$ cat src/rtl/fr2m_pkg.sv
`default_nettype none

package fr2m_pkg;

    localparam int DEPTH  = 16;
    localparam int DATA_W = 32;
    localparam int IDX_W  = (DEPTH > 1) ? $clog2(DEPTH) : 1;
    localparam int CNT_W  = $clog2(DEPTH + 1);
    localparam int ACT_W  = 2;
    localparam int STAT_W = 2;
    localparam int QCNT_W = 5;

    typedef enum logic [ACT_W-1:0] {
        ACT_PUSH   = 2'd0,
        ACT_POP    = 2'd1,
        ACT_ROTATE = 2'd2
    } t_action;

    typedef enum logic [STAT_W-1:0] {
        STAT_OK    = 2'd0,
        STAT_EMPTY = 2'd1,
        STAT_FULL  = 2'd2
    } t_status;

    // control broadcast to every cell of the chain
    typedef struct packed {
        logic              push;
        logic              shift;
        logic              rot;
        logic [DATA_W-1:0] push_data;
    } t_cell_ctl;

endpackage

`default_nettype wire

$ cat src/rtl/fr2m_if.sv
`default_nettype none

interface fr2m_in_if;
    logic                        valid;
    logic                        ready;
    logic [fr2m_pkg::ACT_W-1:0]  action;
    logic signed [fr2m_pkg::DATA_W-1:0] value_in;

    modport source (output valid, output action, output value_in, input ready);
    modport sink   (input valid, input action, input value_in, output ready);
endinterface

interface fr2m_out_if;
    logic                        valid;
    logic                        ready;
    logic signed [fr2m_pkg::DATA_W-1:0] value_out;
    logic [fr2m_pkg::STAT_W-1:0] status;
    logic [fr2m_pkg::QCNT_W-1:0] queue_count;

    modport source (output valid, output value_out, output status, output queue_count,
                    input ready);
    modport sink   (input valid, input value_out, input status, input queue_count,
                    output ready);
endinterface

`default_nettype wire

$ cat src/rtl/fr2m_cell.sv
`default_nettype none

module fr2m_cell (
    input  wire logic                        i_clk,
    input  wire fr2m_pkg::t_cell_ctl         i_ctl,
    input  wire logic                        i_push_sel,
    input  wire logic                        i_wrap_sel,
    input  wire logic [fr2m_pkg::DATA_W-1:0] i_next,
    input  wire logic [fr2m_pkg::DATA_W-1:0] i_head,
    output logic      [fr2m_pkg::DATA_W-1:0] o_data
);

    logic [fr2m_pkg::DATA_W-1:0] r_data;
    logic [fr2m_pkg::DATA_W-1:0] n_data;

    always_comb begin
        n_data = r_data;
        if (i_ctl.push && i_push_sel) begin
            n_data = i_ctl.push_data;
        end else if (i_ctl.shift) begin
            // last occupied slot takes the old head on a rotate step
            n_data = (i_ctl.rot && i_wrap_sel) ? i_head : i_next;
        end
    end

    always_ff @(posedge i_clk) begin
        r_data <= n_data;
    end

    assign o_data = r_data;

endmodule

`default_nettype wire

$ cat src/rtl/fifo_rotate_to_max_unit.sv
`default_nettype none

// channel   dir  modport  payload
// i_req     in   sink     action[1:0], value_in[31:0] signed q16.16
// o_rsp     out  source   value_out[31:0] signed, status[1:0], queue_count[4:0]
//
// push, pop and unused action codes: result registered at accept
// rotate: a scan over every occupied entry, then up to count-1 move steps, one shift of the
//   cell chain per cycle, before the result is loaded
// reset clears fill count, state and output valid; cell data is not reset
// a new transaction is taken only in idle with the output register free or draining
// a stalled output holds a finished rotate in its last state until the slot frees

module fifo_rotate_to_max_unit (
    input  wire logic        i_clk,
    input  wire logic        i_rst_n,
    fr2m_in_if.sink          i_req,
    fr2m_out_if.source       o_rsp
);

    typedef enum logic [2:0] {
        S_IDLE = 3'b001,
        S_SCAN = 3'b010,
        S_MOVE = 3'b100
    } t_state;

    localparam int DW = fr2m_pkg::DATA_W;
    localparam int CW = fr2m_pkg::CNT_W;
    localparam int IW = fr2m_pkg::IDX_W;

    // cell chain, cell 0 always holds the head entry
    logic [DW-1:0]        w_cell   [fr2m_pkg::DEPTH];
    logic [DW-1:0]        w_next   [fr2m_pkg::DEPTH];
    fr2m_pkg::t_cell_ctl  w_ctl;

    t_state               r_state, n_state;
    logic [CW-1:0]        r_count, n_count;
    logic [IW-1:0]        r_k, n_k;
    logic [IW-1:0]        r_steps, n_steps;
    logic [DW-1:0]        r_best, n_best;

    logic                 r_out_valid, n_out_valid;
    logic [DW-1:0]        r_value_out, n_value_out;
    fr2m_pkg::t_status    r_status, n_status;
    logic [CW-1:0]        r_count_out, n_count_out;

    logic                 w_slot_free;
    logic                 w_accept;
    logic                 w_greater;
    logic [CW-1:0]        w_last;

    assign w_slot_free = !r_out_valid || o_rsp.ready;
    assign i_req.ready = (r_state == S_IDLE) && w_slot_free;
    assign w_accept    = i_req.valid && i_req.ready;
    assign w_greater   = $signed(w_cell[0]) > $signed(r_best);
    assign w_last      = r_count - CW'(1);

    genvar gi;
    generate
        for (gi = 0; gi < fr2m_pkg::DEPTH; gi++) begin : g_cell
            if (gi == fr2m_pkg::DEPTH - 1) begin : g_end
                assign w_next[gi] = '0;
            end else begin : g_mid
                assign w_next[gi] = w_cell[gi+1];
            end

            fr2m_cell u_cell (
                .i_clk      (i_clk),
                .i_ctl      (w_ctl),
                .i_push_sel (r_count == CW'(gi)),
                .i_wrap_sel (w_last == CW'(gi)),
                .i_next     (w_next[gi]),
                .i_head     (w_cell[0]),
                .o_data     (w_cell[gi])
            );
        end
    endgenerate

    always_comb begin
        n_state     = r_state;
        n_count     = r_count;
        n_k         = r_k;
        n_steps     = r_steps;
        n_best      = r_best;
        n_out_valid = r_out_valid && !o_rsp.ready;
        n_value_out = r_value_out;
        n_status    = r_status;
        n_count_out = r_count_out;

        w_ctl.push      = 1'b0;
        w_ctl.shift     = 1'b0;
        w_ctl.rot       = 1'b0;
        w_ctl.push_data = i_req.value_in;

        case (r_state)
            S_IDLE: begin
                if (w_accept) begin
                    n_out_valid = 1'b1;
                    n_value_out = '0;
                    n_status    = fr2m_pkg::STAT_OK;
                    n_count_out = r_count;
                    case (fr2m_pkg::t_action'(i_req.action))
                        fr2m_pkg::ACT_PUSH: begin
                            if (r_count >= CW'(fr2m_pkg::DEPTH)) begin
                                n_status = fr2m_pkg::STAT_FULL;
                            end else begin
                                w_ctl.push  = 1'b1;
                                n_count     = r_count + CW'(1);
                                n_count_out = n_count;
                            end
                        end
                        fr2m_pkg::ACT_POP: begin
                            if (r_count == '0) begin
                                n_status = fr2m_pkg::STAT_EMPTY;
                            end else begin
                                w_ctl.shift = 1'b1;
                                n_value_out = w_cell[0];
                                n_count     = w_last;
                                n_count_out = w_last;
                            end
                        end
                        fr2m_pkg::ACT_ROTATE: begin
                            if (r_count == '0) begin
                                n_status = fr2m_pkg::STAT_EMPTY;
                            end else begin
                                // result comes at the end of the walk
                                n_out_valid = r_out_valid && !o_rsp.ready;
                                n_state     = S_SCAN;
                                n_k         = '0;
                                n_steps     = '0;
                            end
                        end
                        default: begin
                        end
                    endcase
                end
            end
            S_SCAN: begin
                // full turn of the ring, head entry seen once per cycle
                w_ctl.shift = 1'b1;
                w_ctl.rot   = 1'b1;
                if ((r_k == '0) || w_greater) begin
                    n_best  = w_cell[0];
                    n_steps = r_k;
                end
                if (CW'(r_k) == w_last) begin
                    n_state = S_MOVE;
                    n_k     = '0;
                end else begin
                    n_k = r_k + IW'(1);
                end
            end
            S_MOVE: begin
                if (r_k == r_steps) begin
                    if (w_slot_free) begin
                        n_out_valid = 1'b1;
                        n_value_out = '0;
                        n_status    = fr2m_pkg::STAT_OK;
                        n_count_out = r_count;
                        n_state     = S_IDLE;
                    end
                end else begin
                    w_ctl.shift = 1'b1;
                    w_ctl.rot   = 1'b1;
                    n_k         = r_k + IW'(1);
                end
            end
            default: begin
                n_state = S_IDLE;
            end
        endcase
    end

    always_ff @(posedge i_clk) begin
        if (!i_rst_n) begin
            r_state     <= S_IDLE;
            r_count     <= '0;
            r_out_valid <= 1'b0;
        end else begin
            r_state     <= n_state;
            r_count     <= n_count;
            r_out_valid <= n_out_valid;
        end
    end

    // payload and walk registers carry no reset
    always_ff @(posedge i_clk) begin
        r_k         <= n_k;
        r_steps     <= n_steps;
        r_best      <= n_best;
        r_value_out <= n_value_out;
        r_status    <= n_status;
        r_count_out <= n_count_out;
    end

    assign o_rsp.valid       = r_out_valid;
    assign o_rsp.value_out   = r_value_out;
    assign o_rsp.status      = r_status;
    assign o_rsp.queue_count = fr2m_pkg::QCNT_W'(r_count_out);

    // fill count stays within the ring
    a_count_range: assert property (@(posedge i_clk) disable iff (!i_rst_n)
        r_count <= CW'(fr2m_pkg::DEPTH))
        else $error("fill count beyond depth");

    // a rotate walk never changes the fill count
    a_walk_count: assert property (@(posedge i_clk) disable iff (!i_rst_n)
        (r_state != S_IDLE) |=> $stable(r_count))
        else $error("fill count moved during rotate");

    // accepted push with room grows the queue by one
    a_push_grow: assert property (@(posedge i_clk) disable iff (!i_rst_n)
        (w_accept && (i_req.action == fr2m_pkg::ACT_PUSH)
            && (r_count < CW'(fr2m_pkg::DEPTH)))
        |=> (r_count == $past(r_count) + CW'(1)))
        else $error("push did not grow queue");

    // every accepted transaction outside rotate leaves a result at once
    a_quick_result: assert property (@(posedge i_clk) disable iff (!i_rst_n)
        (w_accept && (i_req.action != fr2m_pkg::ACT_ROTATE)) |=> r_out_valid)
        else $error("missing result after transaction");

endmodule

`default_nettype wire
$ cat src/flat_wrapper.sv
// flat-port wrapper written by rule: the top's interface ports become plain ports
module fifo_rotate_to_max_unit_flat 
  (i_clk, i_rst_n, i_req_valid, i_req_action, i_req_value_in, i_req_ready, o_rsp_valid, o_rsp_value_out, o_rsp_status, o_rsp_queue_count, o_rsp_ready);
  fr2m_in_if i_req_i ();
  fr2m_out_if o_rsp_i ();
  input  wire logic i_clk;
  input  wire logic i_rst_n;
  input wire logic [$bits(i_req_i.valid)-1:0] i_req_valid;
  input wire logic [$bits(i_req_i.action)-1:0] i_req_action;
  input wire logic [$bits(i_req_i.value_in)-1:0] i_req_value_in;
  output wire logic [$bits(i_req_i.ready)-1:0] i_req_ready;
  output wire logic [$bits(o_rsp_i.valid)-1:0] o_rsp_valid;
  output wire logic [$bits(o_rsp_i.value_out)-1:0] o_rsp_value_out;
  output wire logic [$bits(o_rsp_i.status)-1:0] o_rsp_status;
  output wire logic [$bits(o_rsp_i.queue_count)-1:0] o_rsp_queue_count;
  input wire logic [$bits(o_rsp_i.ready)-1:0] o_rsp_ready;
  assign i_req_i.valid = i_req_valid;
  assign i_req_i.action = i_req_action;
  assign i_req_i.value_in = i_req_value_in;
  assign i_req_ready = i_req_i.ready;
  assign o_rsp_valid = o_rsp_i.valid;
  assign o_rsp_value_out = o_rsp_i.value_out;
  assign o_rsp_status = o_rsp_i.status;
  assign o_rsp_queue_count = o_rsp_i.queue_count;
  assign o_rsp_i.ready = o_rsp_ready;
  fifo_rotate_to_max_unit u_core (.i_clk(i_clk), .i_rst_n(i_rst_n), .i_req(i_req_i), .o_rsp(o_rsp_i));
endmodule
$ cat config.mk
export PLATFORM = sky130hd
export DESIGN_NAME = fifo_rotate_to_max_unit_flat
export DESIGN_NICKNAME = d
export VERILOG_FILES = /design/src/rtl/fr2m_pkg.sv /design/src/rtl/fr2m_if.sv /design/src/rtl/fr2m_cell.sv /design/src/rtl/fifo_rotate_to_max_unit.sv /design/src/flat_wrapper.sv
export SDC_FILE = /design/constraint.sdc
export NUM_CORES = 1
export LEC_CHECK = 0
export BUFFER_PORTS_ARGS = -buffer_cell sky130_fd_sc_hd__buf_4
export CORE_ASPECT_RATIO = 1.4
export CORE_MARGIN = 3
export CORE_UTILIZATION = 29
export CTS_CLUSTER_DIAMETER = 40
export DETAILED_ROUTE_END_ITERATION = 8
export MAX_ROUTING_LAYER = met4
export PLACE_DENSITY = 0.47
export REMOVE_ABC_BUFFERS = 1
export SLEW_MARGIN = 25
export SYNTH_ARGS = -nofsm -noshare
export SYNTH_HDL_FRONTEND = slang
export SYNTH_SLANG_ARGS = --single-unit
$ cat constraint.sdc
create_clock -name i_clk -period 3 [get_ports i_clk]
set_input_delay 0.45 -clock i_clk [delete_from_list [all_inputs] [get_ports i_clk]]
set_output_delay 0.45 -clock i_clk [all_outputs]
set_load 0.01 [all_outputs]
---- After elaboration in Yosys (flattened, before gate mapping) ----
Cells that the tools add are included.
storage, ports and cells
  output and inout port bits .............. 41
  register bits ........................... 600
  logic and storage cells ................. 244
  input bits .............................. 38
cells by class
  equality and inequality tests ........... 46
  reductions and logical operators ........ 70
  add/subtract/negate cells ............... 3
  mux-type cells .......................... 98
  magnitude comparators ................... 2
operators with widths
  kind                                                                      number
  32-bit 2-to-1 mux                                                         53
  5-bit by 4-bit equality test with 1-bit output (second input constant)    16
  32-bit case mux with 2 select lines                                       1
  5-bit by 3-bit equality test with 1-bit output (second input constant)    8
  2-bit nonzero test                                                        18
  1-bit logical AND                                                         35
  32-bit > comparator                                                       1
  5-bit 2-to-1 mux                                                          5
  4-bit 2-to-1 mux                                                          6
  5-bit by 2-bit equality test with 1-bit output (second input constant)    4
  5-bit case mux with 2 select lines                                        2
  3-bit 2-to-1 mux                                                          6
  2-bit 2-to-1 mux                                                          6
  4-bit case mux with 3 select lines                                        1
  1-bit 2-to-1 mux                                                          11
  5-bit by 1-bit equality test with 1-bit output (second input constant)    2
  5-bit zero test                                                           2
  2-bit by 1-bit inequality test with 1-bit output (second input constant)  5
  5-bit AND reduction                                                       2
  3-bit case mux with 3 select lines                                        1
  2-bit inequality test (second input constant)                             4
  2-bit case mux with 2 select lines                                        2
  4-bit case mux with 2 select lines                                        1
  2-bit AND reduction                                                       3
  21 further kinds                                                          24

---- Depth between registers and ports, before layout ----
Gate-level depths: netlist of the first run.
  word-level depth ........................ 9
  gate-level depth with buffers ........... 12
  gate-level depth less buffers ........... 9

---- Cells and area by module ----
A second synthesis of the first run with hierarchy kept.
unflattened totals
  cells, all modules ...................... 3,401
  area, all modules ....................... 38,311.7 sq um
modules (own cells, without submodules)
  module                   times used  area each (sq um)  cells each
  fr2m_cell                16          2,094.5            185
  fifo_rotate_to_max_unit  1           4,799.6            441

---- Worst setup path after synthesis of the first run ----
No wires, ideal clock.
  kind .................................... reg-to-reg
  start ................................... register u_core.g_cell[0].u_cell.r_data (netlist bit u_core.g_cell[0].u_cell.o_data[14])
  end ..................................... register u_core.r_steps[0] (enable)
  setup slack ............................. -0.281 ns
  stages on the path, launching flop included .. 9
  arrival ................................. 3.009 ns
  path buffers ............................ 0
  clock period less this slack ............ 3.281 ns
  path through ............................ edfxtp_1 -> ha_1 -> a21oi_1 -> nand2_1 -> a221o_1 -> a2111oi_0 -> mux2i_1 -> nand2_1 -> nand2b_1
between the ends
  cells in the longest elaborated chain, start to end .. 4
ends and longest elaborated chain
  item                                                               line                            RTL
  from (decl)                                                        fr2m_cell.sv:13                 logic [fr2m_pkg::DATA_W-1:0] r_data;
  from (signal assigned)                                             fr2m_cell.sv:27                 r_data <= n_data;
  32-bit > comparator                                                fifo_rotate_to_max_unit.sv:55   assign w_greater = $signed(w_cell[0]) > $signed(r_best);
  1-bit logical OR                                                   fifo_rotate_to_max_unit.sv:142  if ((r_k == '0) || w_greater) begin
  2-bit by 1-bit inequality test with 1-bit output (no source line)  -
  5-bit AND reduction (no source line)                               -
  to (signal assigned)                                               fifo_rotate_to_max_unit.sv:189  r_steps <= n_steps;
  to (decl)                                                          fifo_rotate_to_max_unit.sv:39   logic [IW-1:0] r_steps, n_steps;
No other way between the ends.
A chain may end at the register's enable or synchronous reset.

---- Worst setup path after layout of the first run ----
  start ................................... register u_core.g_cell[0].u_cell.r_data (netlist bit u_core.g_cell[0].u_cell.o_data[23])
  end ..................................... register u_core.r_steps[1] (enable)
The elaborated chain is that of the path after synthesis.

==> results of run 1 <==
[through the flow]
stage / total power (W) / area [µm²] / hold WS, ps
2_1_floorplan: 0.01061 / 28950 / 475.2
3_3_place_gp: 0.01141 / 32770 / 528.0
3_5_place_dp: 0.01143 / 32770 / 523.0
4_1_cts: 0.02187 / 35700 / 226.2
5_1_grt: 0.02231 / 35700 / 279.8
6_report: 0.02158 / 35700 / 270.2
[registers in the layout, indices dropped and copies added (netlist names)]
| register | flops |
|---|---|
| u_core.r_best | 32 |
| u_core.r_k | 4 |
| u_core.o_rsp.queue_count | 5 |
| u_core.r_state | 3 |
| u_core.r_steps | 4 |
| u_core.o_rsp.value_out | 32 |
| u_core.r_count | 5 |
| u_core.o_rsp.status | 2 |
| u_core.o_rsp.valid | 1 |
| u_core.g_cell.u_cell.o_data | 512 |
[layout make-up]
type                    count  share of cell area
clock inverters            63             0.01920
repair buffers            218             0.05782
well taps                1339             0.04692
flip-flops and latches    600              0.5021
clock buffers              96             0.06252
inverters                  42            0.004415
multi-input cells        2070              0.3070
[synth_stat cells (31+ instances only)]
cell and n:
clkbuf_1 169, nor2_1 468, mux2_2 33, and3_1 54, buf_4 31, inv_1 42, a21oi_1 123, nand2_1 741
mux2i_1 100, a22o_1 33, buf_2 67, ha_1 45, edfxtp_1 591, a31oi_1 352
[critical path: stages (launching register included)]
cell	delay, ps
edfxtp_1	460
ha_1	370
nand4_1	120
nor4_1	500
buf_4	220
a21oi_1	70
and2_1	190
mux2i_1	120
nand2_1	120
nand2b_1	240
[power by group through the flow]
stage | clock [W] | combinational, W | sequential (W)
final | 0.0104 | 0.00154 | 0.00969
after global placement | 0 | 0.00155 | 0.00986
after global routing | 0.0109 | 0.00168 | 0.00971
after detailed placement | 0 | 0.00156 | 0.00987
after CTS | 0.0106 | 0.00157 | 0.00969
after floorplan | 0 | 0.000657 | 0.00995
[logic make-up after synthesis]
logic type | count (synthesis)
buf+inv | 329
simple gates | 1338
fa+ha+maj | 45
xor+xnor | 15
compound gates | 539
mux | 133
flops | 600
[per-layer routing]
layer,global-route usage,vias up
met5,-,-
met3,0.02469,140
met1,0.1617,10620
met2,0.3059,392
met4,0.05762,0
li1,-,10650
[worst max path at each step]
stage / startpoint / to / slack, ps / cells after the start
after floorplan: i_req_action[0] / u_core.g_cell[14].u_cell.o_data[0]$_DFFE_PP_ / -1080 / 6
after global placement: i_req_action[0] / u_core.g_cell[0].u_cell.o_data[7]$_DFFE_PP_ / 220 / 9
after detailed placement: i_req_action[0] / u_core.g_cell[0].u_cell.o_data[7]$_DFFE_PP_ / 180 / 9
after CTS: u_core.g_cell[0].u_cell.o_data[23]$_DFFE_PP_ / u_core.r_steps[1]$_SDFFCE_PN0P_ / 250 / 9
after global routing: u_core.g_cell[0].u_cell.o_data[27]$_DFFE_PP_ / u_core.r_steps[1]$_SDFFCE_PN0P_ / 50 / 9
final: u_core.g_cell[0].u_cell.o_data[23]$_DFFE_PP_ / u_core.r_steps[1]$_SDFFCE_PN0P_ / 310 / 9
[repair_timing]
action                     4_1_cts  5_1_grt
hold endpoints to repair         1        0
setup endpoints to repair        0       20
resized for setup                0        2
hold buffers                     1        0
==> results.ini, run 1 <==
[finish]
final_common_cell=nand2_1
drive_above_1_share=0.1473
syn_to_final_growth_pct=17.80
final_util=0.3462
fillers=10220
final_nets=3101
final_cell_mix=nand2_1, edfxtp_1, nor2_1
multi_input_area_mm2=0.01096
final_cells=4428
diodes=0
seqCellArea_mm2=0.01793

[sta]
slew_violations=0
finalSetupViolCount=0
setup_tns_ps=0
fin_crit_ps=2692
worst_pin_slew_ps=830.3
worst_slack_ps=307.9
fin_crit_sh=0.8974
hold_viol_final=0
clock_skew_ps=27.19
slew_headroom=0.4451
rsz0062_at_grt=false
fmax_mhz=371.5

[synth]
ys_top_cells_by_area=edfxtp_1, nand2_1, a31oi_1
synth_cells=2999
synth_top_cell_by_area=edfxtp_1
synth_area_per_cell_um2=10.11
synth_fa_ha_area_frac=0.01858
synth_seq_cells=600
synth_top_area_share=0.5855
ys.flop_type=edfxtp_1
synthXorXnorAreaFrac=0.004830
synthArstFlopShare=0
synth_top_family_by_area=simple AND/OR/NAND/NOR gates
synth_compound_area_frac=0.1104
synth-simple-area-share=0.1794
synth-edff-count=591
ys_warn_count=0
ys_seq_area_frac=0.5915
ys_types=53
netlist_area_mm2=0.03031
synth_mux_area_frac=0.04528

[global_route]
gr-usage-all-layers=0.1594
grt_max_degree=65
antenna_found_initial=0
overflow=0
grt_pass1_vias=21970
grt_pass1_wl_mm=131.7

[floorplan]
die_y_um=388.5
core_area_mm2=0.1031
initial_utilization=0.2939
die_area_mm2=0.1085
rows=139
ios=79
fp.dieW_um=279.2

[route]
wl_met3_mm=2.918
drc=0
drtIter0Drc=1174
highest_layer=met4
met1_length_mm=32.32
vias=21800
wirelength_mm=84.94
drtAntennaViolNets=0
dr.pass1.iters=5
wl_met2_mm=47.13
wl_per_cell_um=19.18
via_per_inst=4.924

[worst_setup_path]
cp_max_fo=4
crit_type=reg -> reg
reg2reg_depth=9
r2r_slack_ps=310
crit-reg2reg-capture=u_core.r_steps[1]$_SDFFCE_PN0P_
start_kind=register
rr_startpoint=u_core.g_cell[0].u_cell.o_data[23]$_DFFE_PP_
cp-end-kind=register
cp_data_required_time_ps=3370
arrival_ps=3060

[place]
dpl.cell_count=4268
pre_cts_slack_ps=178.1
port_buffers=78
dpl.hpwl_mm=60.42
gp_congestion=0.8079

[power_and_ir_drop]
power_leakage_nw=14.03
power.switching_w=0.005199
peakVddDrop_mv=0.3631
power_frac_comb=0.071
p_sw_frac=0.2409
pwr_density_cell_mw_per_mm2=604.4
pwr-share-clk=0.480
seq_power_share=0.449
p_int_w=0.01638

[min_path]
hold_path_startpoint=i_req_action[1]
hold_depth=3
hold_class=in -> reg
min_to=u_core.o_rsp.status[1]$_SDFFCE_PP0P_

[clock_network]
clk_latency_ps=650
htree_levels=3
cts_num_sinks=600
path_clk_slew_ps=60
postCtsSetupBuffers=0
numCtsBuffers=86
clockBufferDepth=3
cts_root_buf=clkbuf_16
cts_tree=built

[status]
status=finished clean

[run]
max_cap_violations=0

Power figures use the tool's default switching activity.
==> run 2, diff against run 1 <==
Settings changed: CORE_UTILIZATION 29 to 35, PLACE_DENSITY 0.47 to 0.54, TNS_END_PERCENT set to 50.
==> run 2 against run 1 <==
  * Critical path depth did not move
  * Largest power group is now sequential cells
  * First-iteration DRC count rose by 11%
  * Via count rose by 1.4%
  * Register-to-register slack got worse by 110 ps
  * Highest routed layer unchanged
  * Cell count fell by 6.2%
  * Design area fell by 2.2%
  * Sequential cell count did not move
  * Die area fell by 17%
  * Critical endpoint is now u_core.r_steps[3]$_SDFFCE_PN0P_
==> results.ini, run 2 (same netlist as run 1, synthesis figures left out) <==
[status]
status=finished clean  ; unchanged

[clock_network]
numCtsBuffers=77  ; was 86
cts_tree=built  ; unchanged
htree_levels=3  ; unchanged
holdBufCountCts=0  ; was 1
path_clk_slew_ps=60  ; about the same
postCtsSetupBuffers=0  ; unchanged
cts_num_sinks=600  ; unchanged
clk_latency_ps=630  ; was 650 ps
clockBufferDepth=3  ; unchanged
cts_root_buf=clkbuf_16  ; unchanged

[route]
drtIter0Drc=1299  ; was 1174
vias=22100  ; was 21800
drtAntennaViolNets=0  ; unchanged
via_per_inst=5.320  ; was 4.924
wl_per_cell_um=19.24  ; was 19.18 µm
wirelength_mm=79.96  ; was 84.94 mm
dr.pass1.iters=5  ; unchanged
drc=0  ; unchanged

[worst_setup_path]
cp_max_fo=4  ; unchanged
critPathMaxStageDelay_ps=460  ; was 500 ps
path_buf_inv=1  ; unchanged
cp_data_required_time_ps=3360  ; was 3370 ps
path_cells=ha_1 -> a21oi_1 -> nand2_1 -> a221o_1 -> a2111oi_1 -> buf_4 -> mux2i_1 -> nand2_1 -> nand2b_1  ; was ha_1 -> nand4_1 -> nor4_1 -> buf_4 -> a21oi_1 -> and2_1 -> mux2i_1 -> nand2_1 -> nand2b_1
crit_type=reg -> reg  ; unchanged
cp_top_family=compound AO/OA/AOI/OAI gates  ; was simple AND/OR/NAND/NOR gates
start_kind=register  ; unchanged
cpMaxStageDelayCell=a221o_1  ; was nor4_1
cp-end-kind=register  ; unchanged
cp_common_cell=nand2_1
arrival_ps=3160  ; was 3060 ps

[global_route]
grt_max_degree=65  ; unchanged
overflow=0  ; unchanged
grt_pass1_wl_mm=124.6  ; was 131.7 mm
gr-usage-all-layers=0.1801  ; was 0.1594
grt_pass1_vias=22050  ; was 21970
antenna_found_initial=1  ; was 0

[finish]
final_common_cell=nand2_1  ; unchanged
final_cell_mix=nand2_1, edfxtp_1, nor2_1  ; unchanged
largest_reg_flops=512  ; unchanged
drive_above_1_share=0.1364  ; was 0.1473
final_nets=3079  ; was 3101
final_cells=4155  ; was 4428
syn_to_final_growth_pct=15.24  ; was 17.80%

[sta]
fin_crit_sh=0.9352  ; was 0.8974
rsz0062_at_grt=false  ; unchanged
fin_crit_ps=2806  ; was 2692 ps
slew_headroom=0.5098  ; was 0.4451
clock_skew_ps=18.30  ; was 27.19 ps
hold_viol_final=0  ; unchanged
worst_pin_slew_ps=733.6  ; was 830.3 ps
slew_violations=0  ; unchanged
whs_ps=94.20  ; was 270.2 ps
setup_tns_ps=0  ; unchanged
finalSetupViolCount=0  ; unchanged
fmax_mhz=356.4  ; was 371.5 MHz

[min_path]
hold_class=in -> reg  ; unchanged

[floorplan]
ios=79  ; unchanged
die_y_um=354.2  ; was 388.5 µm
core_area_mm2=0.08581  ; was 0.1031 mm²
die_area_mm2=0.09022  ; was 0.1085 mm²
rows=127  ; was 139
fp.dieW_um=254.7  ; was 279.2 µm
initial_utilization=0.3532  ; was 0.2939

[power_and_ir_drop]
peakVddDrop_mv=0.3521  ; was 0.3631 mV
p_total_w=0.02078  ; was 0.02158 W
pwr_density_cell_mw_per_mm2=594.9  ; was 604.4 mW/mm²
power_leakage_nw=13.79  ; was 14.03 nW

[place]
gp_congestion=0.8875  ; was 0.8079
dpl.hpwl_mm=56.42  ; was 60.42 mm
dpl.cell_count=4013  ; was 4268
port_buffers=78  ; unchanged

[run]
max_cap_violations=0  ; unchanged

-- run 2: worst paths after layout --
check / startpoint / end / slack, ps / cells after the start
setup / recovery: u_core.g_cell[0].u_cell.o_data[14]$_DFFE_PP_ / u_core.r_steps[3]$_SDFFCE_PN0P_ / 190 / 9
hold / removal: i_rst_n / u_core.r_state[0]$_SDFFE_PN1P_ / 90 / 2
setup reg to reg: u_core.g_cell[0].u_cell.o_data[14]$_DFFE_PP_ / u_core.r_steps[3]$_SDFFCE_PN0P_ / 190 / 9
hold reg to reg: u_core.g_cell[1].u_cell.o_data[28]$_DFFE_PP_ / u_core.g_cell[0].u_cell.o_data[28]$_DFFE_PP_ / 550 / 1
-- run 2: area by class of cell --
type / instances / area (µm²)
clock inverter: 51 / 629.4
inverter: 42 / 157.7
antenna: 1 / 2.502
tap: 1096 / 1371
sequential: 600 / 17930
multi-input combinational: 2070 / 10950
fill: 8084 / 50880
clock buffer: 90 / 2018
timing repair buffer: 205 / 1877
-- run 2: what timing repair did --
item	CTS	global route
gates resized for setup	0	1
hold endpoints to repair	0	0
endpoints found under the setup margin	0	11
-- run 2: power by group --
part	total [W]	internal [W]	switching [W]
Combinational	0.00150	0.000504	0.00100
Sequential	0.00969	0.00958	0.000106
Clock	0.00959	0.00584	0.00375
Total	0.0208	0.0159	0.00486
-- run 2: through the flow --
stage	util	instance area (µm²)	worst slack, ps
after detailed placement	0.3762	32280	47.10
after global routing	0.4071	34930	20.85
after global placement	0.3762	32280	105.5
after CTS	0.4070	34920	164.6
after floorplan	-	28950	-1080
final	0.4071	34930	194.4
-- run 2: per-layer routing --
| metal | routed length (µm) | share of wire | GRT usage | vias up |
|---|---|---|---|---|
| li1 | - | - | - | 10620 |
| met1 | 29930 | 0.37 | 0.1835 | 10840 |
| met2 | 43820 | 0.55 | 0.3417 | 515 |
| met3 | 3596 | 0.045 | 0.02690 | 137 |
| met4 | 2615 | 0.033 | 0.07017 | 0 |
| met5 | 0 | 0 | - | - |
==> run 3, diff against run 2 <==
Settings changed: PLACE_DENSITY 0.54 to 0.53, RECOVER_POWER set to 50, SYNTH_HIERARCHICAL set to 1.
==> run 3 against run 2 <==
  * The flow now finishes with violations (max-capacitance violations, max-slew violations)
  * Combinational power up 51%
  * Hold slack worse by 35 ps
  * Sequential cell count unchanged
  * Synthesized cell count up 13%
  * Via count up 26%
==> results.ini, run 3 <==
[synth]
synthArstFlopShare=0  ; unchanged
synth_area_per_cell_um2=11.26  ; was 10.11 µm²
synthTopCellsByCount=edfxtp_1, nand3_1, a31oi_1, and3b_1, a21bo_1  ; was nand2_1, edfxtp_1, nor2_1, a31oi_1, clkbuf_1
ys.flop_type=edfxtp_1  ; unchanged
synth_top_cell_by_area=edfxtp_1  ; unchanged
synthMostInstantiatedCell=edfxtp_1  ; was nand2_1
synth_seq_cells=600  ; unchanged
ys_types=60  ; was 53
ys_warn_count=6  ; was 0
synth_top_area_share=0.4632  ; was 0.5855
synth_cells=3401  ; was 2999
ys_seq_area_frac=0.4679  ; was 0.5915
ys_top_cells_by_area=edfxtp_1, a21bo_1, and3b_1  ; was edfxtp_1, nand2_1, a31oi_1
netlist_area_mm2=0.03831  ; was 0.03031 mm²
synth-edff-count=591  ; unchanged

[global_route]
grt_max_degree=99  ; was 65
grt_pass1_vias=27880  ; was 22050
antenna_found_initial=0  ; was 1
overflow=0  ; unchanged
grt_pass1_wl_mm=159.8  ; was 124.6 mm
gr-usage-all-layers=0.1768  ; was 0.1801

[place]
gp_congestion=0.8835  ; was 0.8875
port_buffers=78  ; unchanged
dpl.hpwl_mm=68.87  ; was 56.42 mm

[sta]
finalSetupViolCount=0  ; unchanged
clock_skew_ps=27.52  ; was 18.30 ps
setup_tns_ps=0  ; unchanged
slew_violations=39  ; was 0
slew_headroom=-0.01557  ; was 0.5098
fin_crit_ps=2807  ; was 2806 ps
whs_ps=59.30  ; was 94.20 ps
fmax_mhz=356.2  ; was 356.4 MHz
hold_viol_final=0  ; unchanged
worst_pin_slew_ps=1523  ; was 733.6 ps
rsz0062_at_grt=false  ; unchanged
fin_crit_sh=0.9358  ; was 0.9352

[worst_setup_path]
cp_max_fo=69  ; was 4
critPathMaxStageDelay_ps=630  ; was 460 ps
crit_type=reg -> reg  ; unchanged
cp_data_required_time_ps=3380  ; was 3360 ps
reg2reg_depth=8  ; was 9
r2r_slack_ps=190  ; about the same
cp-end-kind=register  ; unchanged
crit-reg2reg-capture=u_core/g_cell[11].u_cell/o_data[26]$_DFFE_PP_  ; was u_core.r_steps[3]$_SDFFCE_PN0P_
start_kind=register  ; unchanged
rr_startpoint=u_core/r_state[2]$_SDFFE_PN0P_  ; was u_core.g_cell[0].u_cell.o_data[14]$_DFFE_PP_
arrival_ps=3190  ; was 3160 ps
cpMaxStageDelayCell=buf_4  ; was a221o_1
path_cells=nor2_1 -> nand3_1 -> or2_2 -> nor2_4 -> buf_6 -> buf_4 -> and3b_1 -> a31oi_1  ; was ha_1 -> a21oi_1 -> nand2_1 -> a221o_1 -> a2111oi_1 -> buf_4 -> mux2i_1 -> nand2_1 -> nand2b_1

[route]
wl_met2_mm=51.56  ; was 43.82 mm
drtIter0Drc=1663  ; was 1299
drtAntennaViolNets=0  ; unchanged
vias=27740  ; was 22100
via_per_inst=5.610  ; was 5.320
dr.pass1.iters=7  ; was 5
wirelength_mm=99.28  ; was 79.96 mm
wl_per_cell_um=20.08  ; was 19.24 µm
highest_layer=met4  ; unchanged
drc=0  ; unchanged
met1_length_mm=41.24  ; was 29.93 mm
wl_met3_mm=3.652  ; was 3.596 mm

[floorplan]
initial_utilization=0.3528  ; was 0.3532
ios=79  ; unchanged
rows=143  ; was 127
die_y_um=397.5  ; was 354.2 µm
die_area_mm2=0.1135  ; was 0.09022 mm²
core_area_mm2=0.1086  ; was 0.08581 mm²
fp.dieW_um=285.6  ; was 254.7 µm

[finish]
drive_above_1_share=0.1325  ; was 0.1364
syn_to_final_growth_pct=12.22  ; was 15.24%
final_cell_mix=edfxtp_1, nand3_1, a31oi_1  ; was nand2_1, edfxtp_1, nor2_1
final_util=0.3959  ; was 0.4071
final_nets=3501  ; was 3079
largest_reg_flops=512  ; unchanged
fillers=10350  ; was 8084
final_common_cell=edfxtp_1  ; was nand2_1

[clock_network]
htree_levels=3  ; unchanged
path_clk_slew_ps=60  ; about the same
numCtsBuffers=91  ; was 77
cts_resized=0  ; unchanged
holdBufCountCts=0  ; unchanged
cts_root_buf=clkbuf_16  ; unchanged
postCtsSetupBuffers=0  ; unchanged
clockBufferDepth=3  ; unchanged
cts_tree=built  ; unchanged
cts_num_sinks=600  ; unchanged
clk_latency_ps=670  ; was 630 ps

[power_and_ir_drop]
peakVddDrop_mv=0.4357  ; was 0.3521 mV
power_leakage_nw=18.46  ; was 13.79 nW
pwr_density_cell_mw_per_mm2=526.1  ; was 594.9 mW/mm²

[run]
max_cap_violations=1  ; was 0

[status]
status=finished with violations  ; was finished clean
violations=max-capacitance violations, max-slew violations

[min_path]
hold_depth=2  ; unchanged
hold_class=in -> reg  ; unchanged
hold_path_startpoint=i_rst_n  ; unchanged
min_to=u_core/r_state[0]$_SDFFE_PN1P_  ; was u_core.r_state[0]$_SDFFE_PN1P_

## run 3: layout make-up
class                      count  area [µm²]  area share
antenna                        1       2.502  0.00005820
clock buffer                 108        2415     0.05617
clock inverter                61       616.8     0.01435
inverter                      48       188.9    0.004394
multi-input combinational   2398       17730      0.4125
sequential                   600       17930      0.4170
tap                         1450        1814     0.04220
timing repair buffer         279        2296     0.05340
## run 3: worst max-delay path, delay by kind of cell, from the launching register on
| kind | cells | cell delay, ps |
|---|---|---|
| simple gates | 5 | 1020 |
| flops | 1 | 390 |
| compound gates | 1 | 50 |
| buf+inv | 2 | 1010 |
## run 3: logic make-up (layout without fill, tap and decap cells)
logic type,Yosys count,after routing,share of synthesized area
fa+ha+maj,45,45,0.01470
buf+inv,434,496,0.07469
flops,600,600,0.4679
compound gates,1084,1084,0.2280
xor+xnor,14,14,0.003397
simple gates,1223,1223,0.2112
other cells,1,33,0.00009788
## run 3: metrics by stage
stage          setup WS, ps  instance area, µm²  total power (W)  cells
2_1_floorplan        -14460               35750          0.01116   3046
3_3_place_gp          98.41               40430          0.01220   4775
3_5_place_dp          146.3               40430          0.01224   4775
4_1_cts               130.1               43460          0.02304   4944
5_1_grt               20.14               42990          0.02344   4944
6_report              192.6               42990          0.02262   4945
## run 3: worst max-delay path by stage
stage                                    from  cells after the start                                       endpoint  slack (ps)
3_5_place_dp   u_core/r_state[2]$_SDFFE_PN0P_                      8    u_core/g_cell[0].u_cell/o_data[4]$_DFFE_PP_         150
2_1_floorplan                 i_req_action[0]                      6    u_core/g_cell[0].u_cell/o_data[0]$_DFFE_PP_      -14460
4_1_cts        u_core/r_state[0]$_SDFFE_PN1P_                      9    u_core/g_cell[0].u_cell/o_data[4]$_DFFE_PP_         130
6_report       u_core/r_state[2]$_SDFFE_PN0P_                      8  u_core/g_cell[11].u_cell/o_data[26]$_DFFE_PP_         190
3_3_place_gp   u_core/r_state[2]$_SDFFE_PN0P_                      8    u_core/g_cell[0].u_cell/o_data[4]$_DFFE_PP_         100
5_1_grt        u_core/r_state[1]$_SDFFE_PN0P_                      9   u_core/g_cell[14].u_cell/o_data[0]$_DFFE_PP_          20
## run 3: routing by layer
metal / GRT usage / vias up
li1: - / 13310
met4: 0.06108 / 0
met2: 0.3190 / 496
met3: 0.02630 / 135
met5: - / -
met1: 0.1990 / 13800
## run 3: report_power, final
group,internal [W],switching [W],total (W)
Combinational,0.000773,0.00149,0.00227
Sequential,0.00961,0.0000872,0.00969
Clock,0.00655,0.00411,0.0107
